[src/sv/tlf_pkg.sv]
// ============================================================================
// tlf_pkg: shared types and constants of the text line framer
// Field widths, character codes and the command format that passes from the
// front end to the back end through the command queue.
// ============================================================================
package tlf_pkg;

    localparam int BYTE_W  = 8;
    localparam int CHAR_W  = 7;
    localparam int IDX_W   = 6;
    localparam int TIME_W  = 32;
    localparam int LIMIT_W = 16;

    localparam logic [BYTE_W-1:0]  PRINT_LOW   = 8'h20;
    localparam logic [BYTE_W-1:0]  PRINT_HIGH  = 8'h7E;
    localparam logic [BYTE_W-1:0]  CH_NEWLINE  = 8'h0A;
    localparam logic [BYTE_W-1:0]  CH_RETURN   = 8'h0D;
    localparam logic [LIMIT_W-1:0] LIMIT_RESET = 16'd20;

    // Depth of the command queue between the front end and the back end.
    localparam int QUEUE_DEPTH = 4;

    // Command kinds: write one character into the line store, or play out a
    // completed line of the given length.
    typedef enum logic {
        CMD_STORE = 1'b0,
        CMD_EMIT  = 1'b1
    } cmd_kind_t;

    typedef enum logic {
        BK_IDLE = 1'b0,
        BK_EMIT = 1'b1
    } back_state_t;

endpackage

[src/sv/text_line_framer_with_stale_timeout.sv]
// Throughput: one input byte per cycle while the command queue has room.
// A line end plays the line out character by character. The line RAM read is
// registered; a read waits for the last to reach the output. With the back end
// idle, a line end passes the queue, the emit state and the RAM read register
// before its first character is valid. Reset clears the fill count, the last
// arrival time, the queue and the output; the stale limit returns to 20 ms.
// ============================================================================
// text_line_framer_with_stale_timeout: assembles serial bytes into text lines
// Bytes arrive with a millisecond timestamp; printable bytes build a line,
// a newline or carriage return plays the line out character by character.
// ============================================================================
module text_line_framer_with_stale_timeout
    import tlf_pkg::*;
#(
    parameter int LINE_BUFFER_SIZE = 64
) (
    input  logic               clk,
    input  logic               rst_n,
    // Stale limit register, in milliseconds.
    input  logic               cfg_we,
    input  logic [LIMIT_W-1:0] cfg_wdata,
    // Input channel: one received byte per transaction.
    input  logic               in_valid,
    output logic               in_stall,
    input  logic [BYTE_W-1:0]  rx_byte,
    input  logic [TIME_W-1:0]  now_ms,
    // Output channel: one character of a completed line per transaction.
    output logic               out_valid,
    input  logic               out_stall,
    output logic [CHAR_W-1:0]  line_char,
    output logic [IDX_W-1:0]   char_index,
    output logic               line_end
);

    // The command word carries a kind bit, a character and a count that is
    // either the store address or the length of a completed line.
    localparam int CNT_W = $clog2(LINE_BUFFER_SIZE);
    localparam int Q_W   = 1 + CHAR_W + CNT_W;

    logic           q_push;
    logic [Q_W-1:0] q_push_data;
    logic           q_full;
    logic           q_pop;
    logic           q_not_empty;
    logic [Q_W-1:0] q_pop_data;

    // The front end decides everything about a byte in the cycle it is
    // accepted: the stale check, the fill count update and which command,
    // if any, the byte produces.
    tlf_front #(
        .LINE_BUFFER_SIZE (LINE_BUFFER_SIZE)
    ) u_front (
        .clk       (clk),
        .rst_n     (rst_n),
        .cfg_we    (cfg_we),
        .cfg_wdata (cfg_wdata),
        .in_valid  (in_valid),
        .in_stall  (in_stall),
        .rx_byte   (rx_byte),
        .now_ms    (now_ms),
        .q_full    (q_full),
        .q_push    (q_push),
        .q_data    (q_push_data)
    );

    // Commands run in order, so stores for a new line never overtake the
    // play-out of the previous one that still reads the same RAM entries.
    tlf_cmd_queue #(
        .WIDTH (Q_W),
        .DEPTH (QUEUE_DEPTH)
    ) u_queue (
        .clk       (clk),
        .rst_n     (rst_n),
        .push      (q_push),
        .push_data (q_push_data),
        .full      (q_full),
        .pop       (q_pop),
        .not_empty (q_not_empty),
        .pop_data  (q_pop_data)
    );

    // The back end owns the line RAM and the output register.
    tlf_back #(
        .LINE_BUFFER_SIZE (LINE_BUFFER_SIZE)
    ) u_back (
        .clk         (clk),
        .rst_n       (rst_n),
        .q_not_empty (q_not_empty),
        .q_data      (q_pop_data),
        .q_pop       (q_pop),
        .out_valid   (out_valid),
        .out_stall   (out_stall),
        .line_char   (line_char),
        .char_index  (char_index),
        .line_end    (line_end)
    );

endmodule

[src/sv/tlf_ram.sv]
// ============================================================================
// tlf_ram: generic simple dual-port RAM
// One write port and one read port, with the read data registered.
// ============================================================================
module tlf_ram #(
    parameter int WIDTH = 8,
    parameter int DEPTH = 64
) (
    input  logic                                   clk,
    input  logic                                   we,
    input  logic [(DEPTH > 1 ? $clog2(DEPTH) : 1)-1:0] waddr,
    input  logic [WIDTH-1:0]                       wdata,
    input  logic                                   re,
    input  logic [(DEPTH > 1 ? $clog2(DEPTH) : 1)-1:0] raddr,
    output logic [WIDTH-1:0]                       rdata
);

    logic [WIDTH-1:0] mem [DEPTH];
    logic [WIDTH-1:0] rdata_reg;

    always_ff @(posedge clk)
    begin
        if (we)
        begin
            mem[waddr] <= wdata;
        end
        if (re)
        begin
            rdata_reg <= mem[raddr];
        end
    end

    assign rdata = rdata_reg;

endmodule

[src/sv/tlf_cmd_queue.sv]
// ============================================================================
// tlf_cmd_queue: short command queue
// A small register FIFO that lets the front end and the back end stall
// independently of each other.
// ============================================================================
module tlf_cmd_queue #(
    parameter int WIDTH = 16,
    parameter int DEPTH = 4
) (
    input  logic             clk,
    input  logic             rst_n,
    input  logic             push,
    input  logic [WIDTH-1:0] push_data,
    output logic             full,
    input  logic             pop,
    output logic             not_empty,
    output logic [WIDTH-1:0] pop_data
);

    localparam int PTR_W = (DEPTH > 1) ? $clog2(DEPTH) : 1;
    localparam int CNT_W = $clog2(DEPTH + 1);

    logic [WIDTH-1:0] entry_reg [DEPTH];
    logic [PTR_W-1:0] wr_ptr_reg, wr_ptr_next;
    logic [PTR_W-1:0] rd_ptr_reg, rd_ptr_next;
    logic [CNT_W-1:0] count_reg,  count_next;

    assign full      = (count_reg == CNT_W'(DEPTH));
    assign not_empty = (count_reg != '0);
    assign pop_data  = entry_reg[rd_ptr_reg];

    always_comb
    begin
        wr_ptr_next = wr_ptr_reg;
        rd_ptr_next = rd_ptr_reg;
        count_next  = count_reg;
        if (push)
        begin
            wr_ptr_next = (wr_ptr_reg == PTR_W'(DEPTH - 1)) ? '0 : wr_ptr_reg + PTR_W'(1);
        end
        if (pop)
        begin
            rd_ptr_next = (rd_ptr_reg == PTR_W'(DEPTH - 1)) ? '0 : rd_ptr_reg + PTR_W'(1);
        end
        if (push && !pop)
        begin
            count_next = count_reg + CNT_W'(1);
        end
        else if (pop && !push)
        begin
            count_next = count_reg - CNT_W'(1);
        end
    end

    always_ff @(posedge clk or negedge rst_n)
    begin
        if (!rst_n)
        begin
            wr_ptr_reg <= '0;
            rd_ptr_reg <= '0;
            count_reg  <= '0;
        end
        else
        begin
            wr_ptr_reg <= wr_ptr_next;
            rd_ptr_reg <= rd_ptr_next;
            count_reg  <= count_next;
        end
    end

    always_ff @(posedge clk)
    begin
        if (push)
        begin
            entry_reg[wr_ptr_reg] <= push_data;
        end
    end

endmodule

[src/sv/tlf_front.sv]
// ============================================================================
// tlf_front: byte classifier and line bookkeeping
// Accepts one byte per transaction, applies the stale timeout, tracks the
// fill count and issues store or play-out commands to the queue.
// ============================================================================
module tlf_front
    import tlf_pkg::*;
#(
    parameter int LINE_BUFFER_SIZE = 64
) (
    input  logic                                        clk,
    input  logic                                        rst_n,
    input  logic                                        cfg_we,
    input  logic [LIMIT_W-1:0]                          cfg_wdata,
    input  logic                                        in_valid,
    output logic                                        in_stall,
    input  logic [BYTE_W-1:0]                           rx_byte,
    input  logic [TIME_W-1:0]                           now_ms,
    input  logic                                        q_full,
    output logic                                        q_push,
    output logic [1 + CHAR_W + $clog2(LINE_BUFFER_SIZE) - 1:0] q_data
);

    localparam int CAP   = LINE_BUFFER_SIZE - 1;
    localparam int CNT_W = $clog2(LINE_BUFFER_SIZE);

    logic [LIMIT_W-1:0] limit_reg;
    logic [CNT_W-1:0]   fill_reg,  fill_next;
    logic [TIME_W-1:0]  last_reg;
    logic [TIME_W-1:0]  gap;
    logic [CNT_W-1:0]   fill_eff;
    logic               accept;
    logic               is_eol;
    logic               is_print;
    cmd_kind_t          kind;

    assign in_stall = q_full;
    assign accept   = in_valid && !q_full;

    // Wrapping difference against the previous arrival time.
    assign gap      = now_ms - last_reg;
    assign fill_eff = ((fill_reg != '0) && (gap > TIME_W'(limit_reg))) ? '0 : fill_reg;
    assign is_eol   = (rx_byte == CH_NEWLINE) || (rx_byte == CH_RETURN);
    assign is_print = rx_byte inside {[PRINT_LOW:PRINT_HIGH]};

    always_comb
    begin
        fill_next = fill_reg;
        q_push    = 1'b0;
        kind      = CMD_STORE;
        if (accept)
        begin
            fill_next = fill_eff;
            if (is_eol)
            begin
                kind      = CMD_EMIT;
                q_push    = (fill_eff != '0);
                fill_next = '0;
            end
            else if (is_print)
            begin
                if (fill_eff < CNT_W'(CAP))
                begin
                    q_push    = 1'b1;
                    fill_next = fill_eff + CNT_W'(1);
                end
                else
                begin
                    // Overrun drops the whole line.
                    fill_next = '0;
                end
            end
        end
    end

    // For a store the count field is the write address, for a play-out it is
    // the line length.
    assign q_data = {kind, rx_byte[CHAR_W-1:0], fill_eff};

    always_ff @(posedge clk or negedge rst_n)
    begin
        if (!rst_n)
        begin
            limit_reg <= LIMIT_RESET;
            fill_reg  <= '0;
            last_reg  <= '0;
        end
        else
        begin
            if (cfg_we)
            begin
                limit_reg <= cfg_wdata;
            end
            fill_reg <= fill_next;
            if (accept)
            begin
                last_reg <= now_ms;
            end
        end
    end

endmodule

[src/sv/tlf_back.sv]
// ============================================================================
// tlf_back: line store writer and line play-out
// Executes queued commands in order: stores characters into the line RAM and
// reads a completed line back out, one character per output transaction.
// ============================================================================
module tlf_back
    import tlf_pkg::*;
#(
    parameter int LINE_BUFFER_SIZE = 64
) (
    input  logic                                        clk,
    input  logic                                        rst_n,
    input  logic                                        q_not_empty,
    input  logic [1 + CHAR_W + $clog2(LINE_BUFFER_SIZE) - 1:0] q_data,
    output logic                                        q_pop,
    output logic                                        out_valid,
    input  logic                                        out_stall,
    output logic [CHAR_W-1:0]                           line_char,
    output logic [IDX_W-1:0]                            char_index,
    output logic                                        line_end
);

    localparam int CAP    = LINE_BUFFER_SIZE - 1;
    localparam int CNT_W  = $clog2(LINE_BUFFER_SIZE);
    localparam int ADDR_W = (CAP > 1) ? $clog2(CAP) : 1;
    localparam int Q_W    = 1 + CHAR_W + CNT_W;

    back_state_t       state_reg, state_next;
    logic [CNT_W-1:0]  len_reg;
    logic [CNT_W-1:0]  rd_idx_reg;
    logic              rd_pend_reg;
    logic [CNT_W-1:0]  pend_idx_reg;
    logic              pend_last_reg;
    logic              out_valid_reg, out_valid_next;
    logic [CHAR_W-1:0] char_reg;
    logic [IDX_W-1:0]  index_reg;
    logic              end_reg;

    cmd_kind_t         cmd_kind;
    logic [CHAR_W-1:0] cmd_char;
    logic [CNT_W-1:0]  cmd_cnt;
    logic              slot_free;
    logic              rd_last;
    logic              ram_we;
    logic              ram_re;
    logic [CHAR_W-1:0] ram_rdata;

    assign cmd_kind = cmd_kind_t'(q_data[Q_W-1]);
    assign cmd_char = q_data[Q_W-2 -: CHAR_W];
    assign cmd_cnt  = q_data[CNT_W-1:0];

    // A read may go out only when the output register is sure to be free
    // in the next cycle, when its data arrives.
    assign slot_free = !rd_pend_reg && (!out_valid_reg || !out_stall);
    assign rd_last   = (rd_idx_reg == len_reg - CNT_W'(1));

    always_comb
    begin
        q_pop  = 1'b0;
        ram_we = 1'b0;
        ram_re = 1'b0;
        case (state_reg)
            BK_IDLE:
            begin
                q_pop  = q_not_empty;
                ram_we = q_not_empty && (cmd_kind == CMD_STORE);
            end
            BK_EMIT:
            begin
                ram_re = slot_free;
            end
            default:
            begin
                q_pop = 1'b0;
            end
        endcase
    end

    always_comb
    begin
        state_next = state_reg;
        case (state_reg)
            BK_IDLE:
            begin
                if (q_not_empty && (cmd_kind == CMD_EMIT))
                begin
                    state_next = BK_EMIT;
                end
            end
            BK_EMIT:
            begin
                if (slot_free && rd_last)
                begin
                    state_next = BK_IDLE;
                end
            end
            default:
            begin
                state_next = BK_IDLE;
            end
        endcase
    end

    assign out_valid_next = rd_pend_reg || (out_valid_reg && out_stall);

    tlf_ram #(
        .WIDTH (CHAR_W),
        .DEPTH (CAP)
    ) u_line_ram (
        .clk   (clk),
        .we    (ram_we),
        .waddr (cmd_cnt[ADDR_W-1:0]),
        .wdata (cmd_char),
        .re    (ram_re),
        .raddr (rd_idx_reg[ADDR_W-1:0]),
        .rdata (ram_rdata)
    );

    always_ff @(posedge clk or negedge rst_n)
    begin
        if (!rst_n)
        begin
            state_reg     <= BK_IDLE;
            rd_pend_reg   <= 1'b0;
            out_valid_reg <= 1'b0;
        end
        else
        begin
            state_reg     <= state_next;
            rd_pend_reg   <= ram_re;
            out_valid_reg <= out_valid_next;
        end
    end

    always_ff @(posedge clk)
    begin
        if (q_pop && (cmd_kind == CMD_EMIT))
        begin
            len_reg    <= cmd_cnt;
            rd_idx_reg <= '0;
        end
        else if (ram_re)
        begin
            rd_idx_reg <= rd_idx_reg + CNT_W'(1);
        end
        if (ram_re)
        begin
            pend_idx_reg  <= rd_idx_reg;
            pend_last_reg <= rd_last;
        end
        if (rd_pend_reg)
        begin
            char_reg  <= ram_rdata;
            index_reg <= IDX_W'(pend_idx_reg);
            end_reg   <= pend_last_reg;
        end
    end

    assign out_valid  = out_valid_reg;
    assign line_char  = char_reg;
    assign char_index = index_reg;
    assign line_end   = end_reg;

endmodule

[config.mk]
export PLATFORM = sky130hd
export DESIGN_NAME = text_line_framer_with_stale_timeout
export DESIGN_NICKNAME = d
export VERILOG_FILES = /design/src/sv/tlf_pkg.sv /design/src/sv/text_line_framer_with_stale_timeout.sv /design/src/sv/tlf_ram.sv /design/src/sv/tlf_cmd_queue.sv /design/src/sv/tlf_front.sv /design/src/sv/tlf_back.sv
export SDC_FILE = /design/constraint.sdc
export NUM_CORES = 1
export LEC_CHECK = 0
export BUFFER_PORTS_ARGS = -buffer_cell sky130_fd_sc_hd__buf_4
export CAP_MARGIN = 5
export CORE_MARGIN = 2
export CORE_UTILIZATION = 45
export CTS_CLUSTER_SIZE = 8
export DETAILED_ROUTE_END_ITERATION = 16
export PLACE_DENSITY_LB_ADDON = 0.05
export SLEW_MARGIN = 5
export SYNTH_ARGS = -nofsm -noshare
export SYNTH_HDL_FRONTEND = slang
export SYNTH_SLANG_ARGS = --single-unit
[constraint.sdc]
create_clock -name clk -period 6.75 [get_ports clk]
set_clock_uncertainty 0.1 [all_clocks]
set_input_delay 0.675 -clock clk [delete_from_list [all_inputs] [get_ports clk]]
set_output_delay 0.675 -clock clk [all_outputs]
set_load 0.005 [all_outputs]
Word-level counts from Yosys, hierarchy flattened
Memories as Yosys holds them, arrays and structs flattened. A register that Yosys moved wholly into a read port is not among the register bits.
Index checks and enable logic that the tools add are counted.

cells by class
  add/subtract/negate cells = 8
  $lt $le $gt $ge = 4
  eq/ne operators = 6
  muxes and demuxes = 24
  bitwise logic cells = 2
  reductions and logical operators = 24

operators by type and width
  kind                                                               number
  > comparator 32 x 16 -> 1 bit                                      1
  subtractor 32 bit                                                  1
  two-way mux 6 bit                                                  4
  equality test 8 x 4 -> 1 bit, second input constant                2
  two-way mux 1 bit                                                  15
  adder 6 x 1 -> 6 bit, second input constant                        2
  nonzero test 6 bit                                                 2
  logical AND 1 bit                                                  11
  greater-or-equal comparator 8 x 6 -> 1 bit, second input constant  1
  less-or-equal comparator 8 x 7 -> 1 bit, second input constant     1
  equality test 6 bit                                                1
  logical NOT 1 bit                                                  6
  < comparator 6 bit, second input constant                          1
  two-way mux 3 bit                                                  2
  subtractor 6 x 1 -> 6 bit, second input constant                   1
  adder 2 x 1 -> 2 bit, second input constant                        2
  equality test 2 bit, second input constant                         2
  two-way mux 2 bit                                                  2
  adder 3 x 1 -> 3 bit, second input constant                        1
  equality test 3 bit, second input constant                         1
  logical OR 1 bit                                                   3
  nonzero test 3 bit                                                 1
  subtractor 3 x 1 -> 3 bit, second input constant                   1
  inverter 1 bit                                                     2
  2 further kinds                                                    2

word-level totals
  flip-flop bits (word level) = 97
  memory bits (writable) = 497
  input bits = 61
  output and inout port bits = 16
  logic and storage cells = 86
  memories = 2

memory list
  name                   depth  width  read ports  clocked after memory_dff  write ports  RTL line             text
  u_back.u_line_ram.mem  63     7      1           1                         1            tlf_ram.sv:18        logic [WIDTH-1:0] mem [DEPTH];
  u_queue.entry_reg      4      14     1           0                         1            tlf_cmd_queue.sv:23  logic [WIDTH-1:0] entry_reg [DEPTH];

Longest topological paths before layout
Gate-level depths: netlist of the first run.

  depth in word-level cells = 13
  depth in mapped cells = 31
  depth with buffers taken out = 30

Hierarchy
A second synthesis of the first run with hierarchy kept.

second synthesis, totals
  cell total of the unflattened synthesis = 1,644
  area total of the unflattened synthesis = 26,401.6 µm²

by module, submodules not included
  module         instances  cells an instance  area each (µm²)  seq. area each (µm²)
  tlf_ram        1          799                17,543.1         13,452.9
  tlf_front      1          643                5,028.6          1,353.8
  tlf_cmd_queue  1          110                2,468.6          1,856.8
  tlf_back       1          92                 1,361.3          1,006.0

Worst setup path after synthesis of the first run
OpenSTA, ideal clock, no wires.

  path type = input to register
  start point = input port now_ms[3]
  end point = register u_queue.count_reg[2]
  setup time = 0.079 ns
  data arrival time = 6.580 ns
  data required time = 6.571 ns
  slack = -0.009 ns
  stages on the path = 29
  buffers on the path = 1
  path through = ha_1 -> a21o_1 -> a21oi_1 -> a21oi_1 -> a211oi_1 -> o21ai_0 -> xor2_1 -> ha_1 -> nand3_1 -> nor2_1 -> a221o_1 -> o31ai_1 -> o21ai_0 -> a2111oi_0 -> nand4_1 -> nor4_4 -> buf_2 -> and2_1 -> inv_1 -> ha_1 -> a21oi_1 -> o21bai_1 -> a311oi_4 -> ha_1 -> inv_1 -> fa_1 -> xor2_1 -> nor2_1 -> xor2_1

between the ends
  longest elaborated chain between the ends = 12
  elaborated cells between the ends (all ways) = 15
  classes of those cells = 1 x add/sub; 2 x order compare; 6 x mux; 6 x reduce/logical

RTL lines
  what                             RTL line                                   text
  start, declared                  text_line_framer_with_stale_timeout.sv:26  input logic [TIME_W-1:0] now_ms,
  subtractor 32 bit *              tlf_front.sv:41                            assign gap = now_ms - last_reg;
  > comparator 32 x 16 -> 1 bit *  tlf_front.sv:42                            assign fill_eff = ((fill_reg != '0) && (gap > TIME_W'(limit_reg))) ? '0 : fill_reg;
  logical AND 1 bit *              tlf_front.sv:42
  two-way mux 6 bit *              tlf_front.sv:42
  via q_push_data[1]               text_line_framer_with_stale_timeout.sv:41  logic [Q_W-1:0] q_push_data;
  < comparator 6 bit               tlf_front.sv:62                            if (fill_eff < CNT_W'(CAP))
  two-way mux 1 bit                tlf_front.sv:62
  two-way mux 1 bit                tlf_front.sv:60                            else if (is_print)
  two-way mux 1 bit *              tlf_front.sv:54                            if (is_eol)
  two-way mux 1 bit *              tlf_front.sv:51                            if (accept)
  via q_push                       text_line_framer_with_stale_timeout.sv:40  logic q_push;
  logical NOT 1 bit                tlf_cmd_queue.sv:49                        else if (pop && !push)
  logical AND 1 bit                tlf_cmd_queue.sv:49
  nonzero test 2 bit (no line)     --
  end signal, assigned             tlf_cmd_queue.sv:67                        count_reg <= count_next;
  end, declared                    tlf_cmd_queue.sv:26                        logic [CNT_W-1:0] count_reg, count_next;

Mark *: on every way through the listed nets, which the timed path passes. The rest lies on a longest branch.
A chain may end at the register's enable or synchronous reset.

Worst setup path after layout of the first run
  start point = register u_front.last_reg[0]
  end point = register u_queue.count_reg[2]

between the ends
  longest elaborated chain between the ends = 12
  elaborated cells between the ends (all ways) = 15
  classes of those cells = 1 x add/sub; 2 x order compare; 6 x mux; 6 x reduce/logical

RTL lines
  what                             RTL line                                   text
  start, declared                  tlf_front.sv:29                            logic [TIME_W-1:0] last_reg;
  start signal, assigned           tlf_front.sv:97                            last_reg <= now_ms;
  subtractor 32 bit *              tlf_front.sv:41
  > comparator 32 x 16 -> 1 bit *  tlf_front.sv:42
  logical AND 1 bit *              tlf_front.sv:42
  two-way mux 6 bit *              tlf_front.sv:42
  via q_push_data[1]               text_line_framer_with_stale_timeout.sv:41
  < comparator 6 bit               tlf_front.sv:62
  two-way mux 1 bit                tlf_front.sv:62
  two-way mux 1 bit                tlf_front.sv:60
  two-way mux 1 bit *              tlf_front.sv:54
  two-way mux 1 bit *              tlf_front.sv:51
  via q_push                       text_line_framer_with_stale_timeout.sv:40
  logical NOT 1 bit                tlf_cmd_queue.sv:49
  logical AND 1 bit                tlf_cmd_queue.sv:49
  nonzero test 2 bit (no line)     --

Marked as above.

==> metrics.yaml, run 1 <==
status:
  status: "finished clean"
power_and_ir_drop:
  pwr-share-comb_pct: 30.8
  p_int_mw: 8.955
  power_frac_clock_pct: 29.6
  p_seq_share_pct: 39.6
  total_power_mw: 12.99
  power_switching_mw: 4.034
  power_density_nw_per_um2: 431.8
  switching_share_pct: 31.06
  p_leak_nw: 10.40
  peakVddDrop_uv: 309.1
synth:
  synth_fa_ha_area_share_pct: 2.911
  synth_compound_area_share_pct: 4.574
  synth_top_family_by_area: "multiplexers"
  synthCells: 1509
  ys_warn_count: 0
  synthesis.nets: 1629
  yosysSeqAreaShare_pct: 68.28
  synthTopCellsByCount: "531 x edfxtp_1, 153 x mux4_2, 108 x nor2_1, 73 x nand2_1, 64 x inv_1"
  avgSynthCellArea_um2: 17.15
  yosysTopAreaCellShare_pct: 61.62
  synth-xor-area-share_pct: 1.117
  synth-edff-count: 531
  ys_types: 72
  synth-simple-area-share_pct: 5.682
  ys_ff_latch: 601
  synth_mux_area_share_pct: 15.41
  async_reset_ff_share_pct: 10.65
  synth_area_um2: 25880
  synth_top_area_cell: "edfxtp_1"
  synth_ff_type: "edfxtp_1"
  synth_most_common_cell: "edfxtp_1"
  ys_top_cells_by_area: "edfxtp_1 62%, mux4_2 13%, dfrtp_1 6.0%"
global_route:
  grt_usage_pct: 19.69
  overflow: 0
  grt_start_max_net_pins: 86
  grt_first_pass_wirelength_um: 87420
  grt_pass1_vias: 14310
  antenna_found_initial: 0
clocking:
  numCtsBuffers: 85
  root_buffer: "clkbuf_16"
  insertion_delay_ns: 0.61
  cts_hold_buf: 0
  cts_tree: "built"
  path_clk_slew_ns: 0.05
  htreeDepth: 3
  cts_max_path_buffers: 3
  cts.sinks: 601
setup_path:
  cpMaxStageDelayCell: "dfrtp_1"
  path_common_cell: "ha_1"
  cp-start-kind: "flip-flop"
  r2r-start: "u_front.last_reg[0]"
  crit_fanout: 4
  worstRegToRegCells: 31
  reg2reg_to: "u_queue.count_reg[2]"
  reg2reg_slack_ns: 0.59
  required_ns: 7.18
  endpoint: "u_queue.count_reg[2]"
  worstSetupPathType: "flip-flop to flip-flop"
  cp-startpoint: "u_front.last_reg[0]"
  cp-end-kind: "flip-flop"
  worstPathArrival_ns: 6.58
  max_stage_delay_ns: 0.38
timing:
  max-slew-margin-rel_pct: 29.65
  post-route-period-util_pct: 91.20
  fmax_mhz: 162.4
  fin_ws_ns: 0.5942
  slew_viol_final: 0
  tightest_slew_ns: 1.055
  rsz0062_at_grt: "false"
  fin_tns_setup_ns: 0
  hold_viol: 0
  finalSetupViolCount: 0
  min_period_ns: 6.156
final_layout:
  synthToLayoutAreaGrowth_pct: 16.26
  multiInputGateArea_um2: 7724
  final_nets: 1785
  largest_register_ff_count: 441
  antenna_cells: 0
  drive_above_1_share_pct: 26.24
  n_fill_cell: 4605
  final-seq-area_um2: 17680
  final_cells: 2452
worst_hold_path:
  worstHoldPathType: "input port to asynchronous set/reset pin"
drt:
  wire_per_inst_um: 23.21
  vias: 13690
  drtIter0Drc: 813
  dr.pass1.iters: 5
  vias_per_cell: 5.582
  routed_wl_um: 56920
  postRouteAntennaNets: 0
  drc_errors: 0
die:
  dieArea_um2: 59440
  num_io_pins: 77
  num_rows: 87
  start_util_pct: 45.71
  die_height_um: 243.8
  fp.dieW_um: 243.8
  coreArea_um2: 56600
placed_design:
  post-place-cells: 2334
  dpl_worst_slack_ns: -0.1568
  dpl.hpwl_um: 35860
  portBuffers: 76
  place_congestion: 0.8635
run:
  max-cap-violations: 0
## worst min path at each step
| stage | start | end | slack [ns] | cells past startpoint |
|---|---|---|---|---|
| floorplan | rst_n | u_back.out_valid | 0.28 | 0 |
| global placement | u_back.pend_last_reg | u_back.line_end | 0.30 | 0 |
| detailed placement | u_back.pend_idx_reg[3] | u_back.char_index[3] | 0.31 | 0 |
| CTS | rst_n | u_front.last_reg[2] | 0.1 | 1 |
| global route | rst_n | u_front.limit_reg[1] | 0.14 | 1 |
| finish | rst_n | u_front.limit_reg[1] | 0.09 | 1 |
## cell families after synthesis
group                      Yosys count
adders and majority gates           59
buffers and inverters              134
and+or+nand+nor                    302
xor gates and xnor gates            33
AOI/OAI and AO/OA                  178
DFF                                601
muxes                              202
## layer usage
metal	wire, um	global-route usage (%)
met3	2891	4.219
met4	1561	6.008
met2	27820	32.33
met5	0	0
met1	24640	26.46
## placed cells by master, fill, tap and decap left out, types with 33 or more instances in the layout
cell and count:
inv_1 64, nor2_1 108, clkbuf_16 86, a21oi_1 46
edfxtp_1 531, buf_4 134, mux2_2 33, nand2_1 73
o21ai_0 46, dfrtp_1 62, mux4_2 153, ha_1 57
## repair_timing
action                     in CTS  in global routing
setup endpoints to repair       0                  2
gates resized for setup         0                  7
buffers inserted                0                  0
hold endpoints to repair        0                  0
## area by class of cell
| class | instances | area share [%] |
|---|---|---|
| Multi-Input combinational cell | 774 | 25.67 |
| Timing Repair Buffer | 139 | 3.677 |
| Sequential cell | 601 | 58.77 |
| Inverter | 64 | 0.7986 |
| Clock inverter | 6 | 0.4284 |
| Clock buffer | 112 | 7.512 |
| Tap cell | 756 | 3.144 |
## power groups by stage
stage	combinational, mW	clock (mW)	sequential [mW]
floorplan	2.82	0	4.99
global placement	3.99	0	5.22
detailed placement	4.05	0	5.23
CTS	4.06	3.95	5.16
global route	4.36	4.09	5.21
finish	4.00	3.84	5.15
## critical path, delay by kind of cell, from the launching register on
kind / cells / cell delay [ns]
fa+ha+maj: 6 / 1.63
buf+inv: 4 / 0.40
compound gates: 10 / 1.74
simple gates: 8 / 1.30
xor+xnor: 3 / 0.50
flops: 1 / 0.38
## metrics by stage
| stage | instance area [um^2] | hold WS, ns | utilization, % |
|---|---|---|---|
| after CTS | 30050 | 0.09557 | 53.09 |
| after global placement | 27660 | 0.3016 | 48.87 |
| after floorplan | 25880 | 0.2794 | - |
| final | 30080 | 0.09059 | 53.15 |
| after global routing | 30080 | 0.1420 | 53.15 |
| after detailed placement | 27660 | 0.3054 | 48.87 |
(Power assumes the default switching activity.)
==> run 2, diff against run 1 <==
==> constraint.sdc (replaced) <==
create_clock -name clk -period 4.9 [get_ports clk]
set_clock_uncertainty 0.1 [all_clocks]
set_input_delay 0.98 -clock clk [delete_from_list [all_inputs] [get_ports clk]]
set_output_delay 0.98 -clock clk [all_outputs]
set_load 0.005 [all_outputs]
==> run 2 against run 1 <==
Net effect: the run now ends with setup timing left; routed wire length is 3.9% higher; sequential cell count did not move; critical path depth decreased by 1; largest power group unchanged; highest routed layer unchanged.
==> metrics.yaml, run 2 (synthesized netlist as in run 1, its figures left out) <==
clocking:
  htreeDepth: 3  # unchanged
  cts.sinks: 601  # unchanged
  insertion_delay_ns: 0.63  # +0.02 ns
  root_buffer: "clkbuf_16"
  numCtsBuffers: 85  # unchanged
  cts_max_path_buffers: 3  # unchanged
  cts_tree: "built"
  path_clk_slew_ns: 0.05  # about the same
  cts_hold_buf: 0  # unchanged
die:
  fp.dieW_um: 243.8  # unchanged
  dieArea_um2: 59440  # unchanged
  num_rows: 87  # unchanged
  coreArea_um2: 56600  # unchanged
  num_io_pins: 77  # unchanged
  start_util_pct: 45.71  # unchanged
  die_height_um: 243.8  # unchanged
placed_design:
  post-place-cells: 2438  # +4.5%
  dpl_worst_slack_ns: -1.986  # -1.829 ns
  portBuffers: 76  # unchanged
  place_congestion: 0.8482  # -1.8%
  dpl.hpwl_um: 37570  # +4.8%
timing:
  tightest_slew_ns: 1.058  # +0.002644 ns
  rsz0062_at_grt: "true"
  fin_ws_ns: -0.9573  # -1.551 ns
  max-slew-margin-rel_pct: 29.48  # -0.18 points
  slew_viol_final: 0  # unchanged
  post-route-period-util_pct: 119.5
  hold_viol: 0  # unchanged
  min_period_ns: 5.857
  fin_tns_setup_ns: -49.33  # -49.33 ns
  finalSetupViolCount: 66  # +66
  fmax_mhz: 170.7
status:
  violations: "setup timing"
  status: "finished with violations"
drt:
  drc_errors: 0  # unchanged
  vias_per_cell: 5.480  # -1.8%
  vias: 14230  # +3.9%
  postRouteAntennaNets: 0  # unchanged
  wire_per_inst_um: 22.79  # -1.8%
  dr.pass1.iters: 5  # unchanged
  drtIter0Drc: 970  # +19%
  routed_wl_um: 59170  # +3.9%
worst_hold_path:
  worstHoldPathType: "flip-flop to flip-flop"
  hold_depth: 0
final_layout:
  n_fill_cell: 4540  # -1.4%
  synthToLayoutAreaGrowth_pct: 21.88
  layout_commonest_cell: "edfxtp_1"
  antenna_cells: 0  # unchanged
  final_nets: 1914  # +7.2%
  drive_above_1_share_pct: 34.02  # +7.8 points
  final_cells: 2596  # +5.9%
  final_cell_mix: "531 x edfxtp_1, 248 x buf_4, 153 x mux4_2"
  largest_register_ff_count: 441  # unchanged
setup_path:
  worstSetupPathType: "input port to flip-flop"
  max_stage_delay_ns: 0.36  # -0.02 ns
  worstRegToRegCells: 30  # -3.2%
  required_ns: 5.34  # -1.84 ns
  cpMaxStageDelayCell: "nor4_4"
  cp-end-kind: "flip-flop"
  worstPathArrival_ns: 6.30  # -0.28 ns
  cp-start-kind: "input port"
  crit_fanout: 3  # -1
power_and_ir_drop:
  peakVddDrop_uv: 362.1  # +17%
  p_leak_nw: 11.12  # +6.9%
  total_power_mw: 18.69  # +44%
  power_density_nw_per_um2: 592.5  # +37%
global_route:
  grt_start_max_net_pins: 71  # -17%
  antenna_found_initial: 0  # unchanged
  grt_pass1_vias: 14860  # +3.8%
  grt_usage_pct: 20.53  # +0.85 points
  overflow: 0  # unchanged
  grt_first_pass_wirelength_um: 91340  # +4.5%
run:
  max-cap-violations: 0  # unchanged
run 2: report_power, final:
part / total, mW / internal [mW] / switching (mW)
clock network: 5.33 / 3.25 / 2.08
logic: 6.27 / 2.95 / 3.31
registers: 7.10 / 6.66 / 0.436
run 2: final timing paths:
kind	start	end	slack [ns]
setup reg to reg	u_front.last_reg[1]	u_queue.count_reg[2]	-0.90
max in group asynchronous	rst_n	u_back.out_valid	3.74
hold / removal	u_back.pend_idx_reg[1]	u_back.char_index[1]	0.32
min in group asynchronous	rst_n	u_front.last_reg[0]	0.39
setup / recovery	now_ms[1]	u_queue.count_reg[2]	-0.96
hold reg to reg	u_back.pend_idx_reg[1]	u_back.char_index[1]	0.32
run 2: layout make-up:
| cell class | count | area [um^2] | area share (%) |
|---|---|---|---|
| Sequential cell | 601 | 17680 | 56.06 |
| Inverter | 64 | 252.7 | 0.8014 |
| Timing Repair Buffer | 268 | 2195 | 6.958 |
| Tap cell | 756 | 945.9 | 2.999 |
| Clock inverter | 7 | 105.1 | 0.3332 |
| Clock buffer | 126 | 2323 | 7.367 |
| Multi-Input combinational cell | 774 | 8038 | 25.48 |
run 2: per-stage QoR:
| step | area [um^2] | utilization [%] | hold slack [ns] |
|---|---|---|---|
| after detailed placement | 28570 | 50.47 | 0.3052 |
| after global routing | 31540 | 55.72 | 0.3272 |
| after floorplan | 26010 | - | 0.3003 |
| final | 31540 | 55.72 | 0.3189 |
| after CTS | 31420 | 55.50 | 0.3178 |
| after global placement | 28570 | 50.47 | 0.3006 |
run 2: critical path, delay by kind of cell:
kind / cells / cell delay [ns]
AND/OR/NAND/NOR: 7 / 1.25
buffers and inverters: 4 / 0.33
XOR/XNOR: 3 / 0.48
AO/OA/AOI/OAI: 11 / 2.01
adder cells (fa/ha/maj): 5 / 1.19
run 2: repair_timing:
item                       in CTS  in global routing
setup buffers                  17                  8
setup endpoints to repair      67                 83
pin swaps                      47                 26
gates resized for setup        51                 19
gates cloned                    4                  0
run 2: per-layer routing:
metal	up-vias	global-route usage [%]	wire length, um
li1	6545	-	-
met1	7240	28.53	25730
met2	350	33.18	28910
met3	90	3.283	2958
met4	0	7.048	1569
met5	-	0	0
==> run 3, diff against run 2 <==
BUFFER_PORTS_ARGS = default   (was -buffer_cell sky130_fd_sc_hd__buf_4)
DONT_BUFFER_PORTS = 1   (was default)
==> run 3 against run 2 <==
Net effect: the flow still finishes with violations (setup timing); hold slack worse by 0.20 ns; setup slack better by 0.083 ns; clock power hardly changed; clock-buffer cell count is 15 lower; global-route usage is 0.18 points lower; core utilization is 1.3 points lower; non-clock buffer count is 83 lower; critical path depth stayed put; sequential cell count stayed put.
==> metrics.yaml, run 3 (synthesized netlist as in run 1, its figures left out) <==
status:
  status: "finished with violations"
  violations: "setup timing"
final_layout:
  final_nets: 1831  # -4.3%
  design_area_um2: 30810  # -2.3%
  synthToLayoutAreaGrowth_pct: 19.08
  largest_register_ff_count: 441  # unchanged
  final_cell_mix: "531 x edfxtp_1, 173 x buf_4, 153 x mux4_2"
  final_cells: 2500  # -3.7%
  antenna_cells: 0  # unchanged
  drive_above_1_share_pct: 30.85  # -3.2 points
  layout_commonest_cell: "edfxtp_1"
setup_path:
  path_common_cell: "ha_4"
  crit_family: "compound AO/OA/AOI/OAI gates"
  worstSetupPathType: "flip-flop to flip-flop"
  cp-start-kind: "flip-flop"
  required_ns: 5.33  # about the same
  cp-end-kind: "flip-flop"
  crit_buf_inv: 3  # -1
  reg2reg_to: "u_queue.count_reg[2]"
  worstPathArrival_ns: 6.21  # -0.09 ns
  crit_fanout: 4  # +1
  cpMaxStageDelayCell: "dfrtp_1"
  max_stage_delay_ns: 0.41  # +0.05 ns
  worstRegToRegCells: 30  # unchanged
  r2r-start: "u_front.last_reg[0]"
  reg2reg_slack_ns: -0.87  # +0.03 ns
power_and_ir_drop:
  p_int_mw: 12.72  # -1.0%
  total_power_mw: 18.53  # -0.84%
  pwr-share-comb_pct: 32.4  # -1.1 points
  power_frac_clock_pct: 28.6  # about the same
  power_density_nw_per_um2: 601.4  # +1.5%
  power_switching_mw: 5.806  # -0.39%
  switching_share_pct: 31.33  # +0.14 points
  p_seq_share_pct: 39.0  # +1.0 points
  peakVddDrop_uv: 350.4  # -3.2%
  p_leak_nw: 10.70  # -3.7%
drt:
  routed-wl-met2_um: 28830  # -0.27%
  dr.pass1.iters: 5  # unchanged
  met3WireLength_um: 2557  # -14%
  vias: 13860  # -2.6%
  wire_per_inst_um: 23.59  # +3.5%
  top_layer: "met4"
  postRouteAntennaNets: 0  # unchanged
  wirelength_met1_um: 26090  # +1.4%
  vias_per_cell: 5.544  # +1.2%
  drtIter0Drc: 946  # -2.5%
  drc_errors: 0  # unchanged
  routed_wl_um: 58980  # -0.31%
run:
  max-cap-violations: 0  # unchanged
timing:
  hold_viol: 0  # unchanged
  finalSetupViolCount: 66  # unchanged
  fmax_mhz: 173.2  # +1.4%
  post-route-period-util_pct: 117.9  # -1.7 points
  min_period_ns: 5.775  # -0.08262 ns
  max-slew-margin-rel_pct: 24.25  # -5.2 points
  slew_viol_final: 0  # unchanged
  tightest_slew_ns: 1.136  # +0.07844 ns
  rsz0062_at_grt: "true"
  fin_ws_ns: -0.8747  # +0.08262 ns
  whs_ns: 0.1171  # -0.2018 ns
die:
  die_height_um: 243.8  # unchanged
  num_rows: 87  # unchanged
  fp.dieW_um: 243.8  # unchanged
  start_util_pct: 45.71  # unchanged
  num_io_pins: 77  # unchanged
  dieArea_um2: 59440  # unchanged
  coreArea_um2: 56600  # unchanged
placed_design:
  portBuffers: 0  # -100%
  place_congestion: 0.8441  # -0.48%
  dpl.hpwl_um: 37690  # +0.33%
  post-place-cells: 2361  # -3.2%
  dpl_cell_area_um2: 28030  # -1.9%
clocking:
  cts.sinks: 601  # unchanged
  insertion_delay_ns: 0.62  # about the same
  root_buffer: "clkbuf_16"
  htreeDepth: 3  # unchanged
  path_clk_slew_ns: 0.05  # about the same
  cts_max_path_buffers: 3  # unchanged
  cts_tree: "built"
  numCtsBuffers: 85  # unchanged
worst_hold_path:
  worstHoldPathType: "input port to asynchronous set/reset pin"
global_route:
  overflow: 0  # unchanged
  grt_usage_pct: 20.35  # -0.18 points
  antenna_found_initial: 0  # unchanged
  grt_pass1_vias: 14520  # -2.3%
  grt_first_pass_wirelength_um: 90250  # -1.2%
  grt_start_max_net_pins: 64  # -9.9%
-- run 3: changes by cell type in the layout (fill, tap and decap cells not counted), moves of 2 or more --
cell / before / now
and2_4: 5 / 2
buf_8: 2 / 0
clkbuf_1: 39 / 26
and2_2: 1 / 3
clkbuf_16: 87 / 85
buf_6: 10 / 2
a21oi_1: 37 / 39
buf_16: 4 / 1
buf_4: 248 / 173
buf_12: 4 / 8
ha_1: 46 / 48
-- run 3: layout make-up --
cell class                      instances  area (um^2)
Clock inverter                          9        168.9
Inverter                               64        252.7
Fill cell                            4583        25790
Tap cell                              756        945.9
Timing Repair Buffer                  185         1541
Clock buffer                          111         2225
Multi-Input combinational cell        774         7999
Sequential cell                       601        17680
-- run 3: power by group through the flow --
stage	Clock, mW	Combinational, mW	Sequential (mW)
2_1_floorplan	0	3.93	6.88
3_3_place_gp	0	5.80	7.31
3_5_place_dp	0	5.85	7.32
4_1_cts	5.42	6.02	7.24
5_1_grt	5.63	6.52	7.28
6_report	5.30	6.01	7.22
-- run 3: what timing repair did --
item | 4_1_cts | 5_1_grt
gates cloned | 1 | 0
pin swaps | 28 | 13
setup buffers | 11 | 7
endpoints found under the hold margin | 62 | 0
endpoints found under the setup margin | 66 | 67
resized for setup | 31 | 13
hold buffers | 1 | 0
-- run 3: per-stage QoR --
step	setup TNS (ns)	utilization (%)	setup slack, ns
after floorplan	-82.62	-	-1.644
after global placement	-107.86	49.51	-1.769
after detailed placement	-112.75	49.51	-1.851
after CTS	-43.82	54.21	-0.9318
after global routing	-69.76	54.43	-1.242
final	-46.70	54.43	-0.8747
-- run 3: per-layer routing --
layer  up-vias  global-route usage, %
met3       105                  3.988
met1      7116                  27.80
met5         -                      0
li1       6350                      -
met2       290                  33.25
met4         0                  6.133
-- run 3: worst register-to-register path: cells and delay by family (launching register included) --
| family | cells | cell delay, ns |
|---|---|---|
| AO/OA/AOI/OAI | 10 | 1.61 |
| adder cells (fa/ha/maj) | 6 | 1.58 |
| AND/OR/NAND/NOR | 8 | 1.36 |
| XOR/XNOR | 3 | 0.43 |
| flip-flops | 1 | 0.41 |
| buffers and inverters | 3 | 0.23 |
-- run 3: worst max-delay path by stage --
stage | start | endpoint | slack [ns] | depth (start not counted)
after floorplan | now_ms[0] | u_queue.count_reg[2] | -1.64 | 30
after global placement | now_ms[6] | u_queue.count_reg[2] | -1.77 | 28
after detailed placement | now_ms[6] | u_queue.count_reg[2] | -1.85 | 29
after CTS | u_front.last_reg[1] | u_queue.count_reg[2] | -0.93 | 30
after global routing | u_front.last_reg[1] | u_queue.count_reg[2] | -1.24 | 30
final | u_front.last_reg[0] | u_queue.count_reg[2] | -0.87 | 30
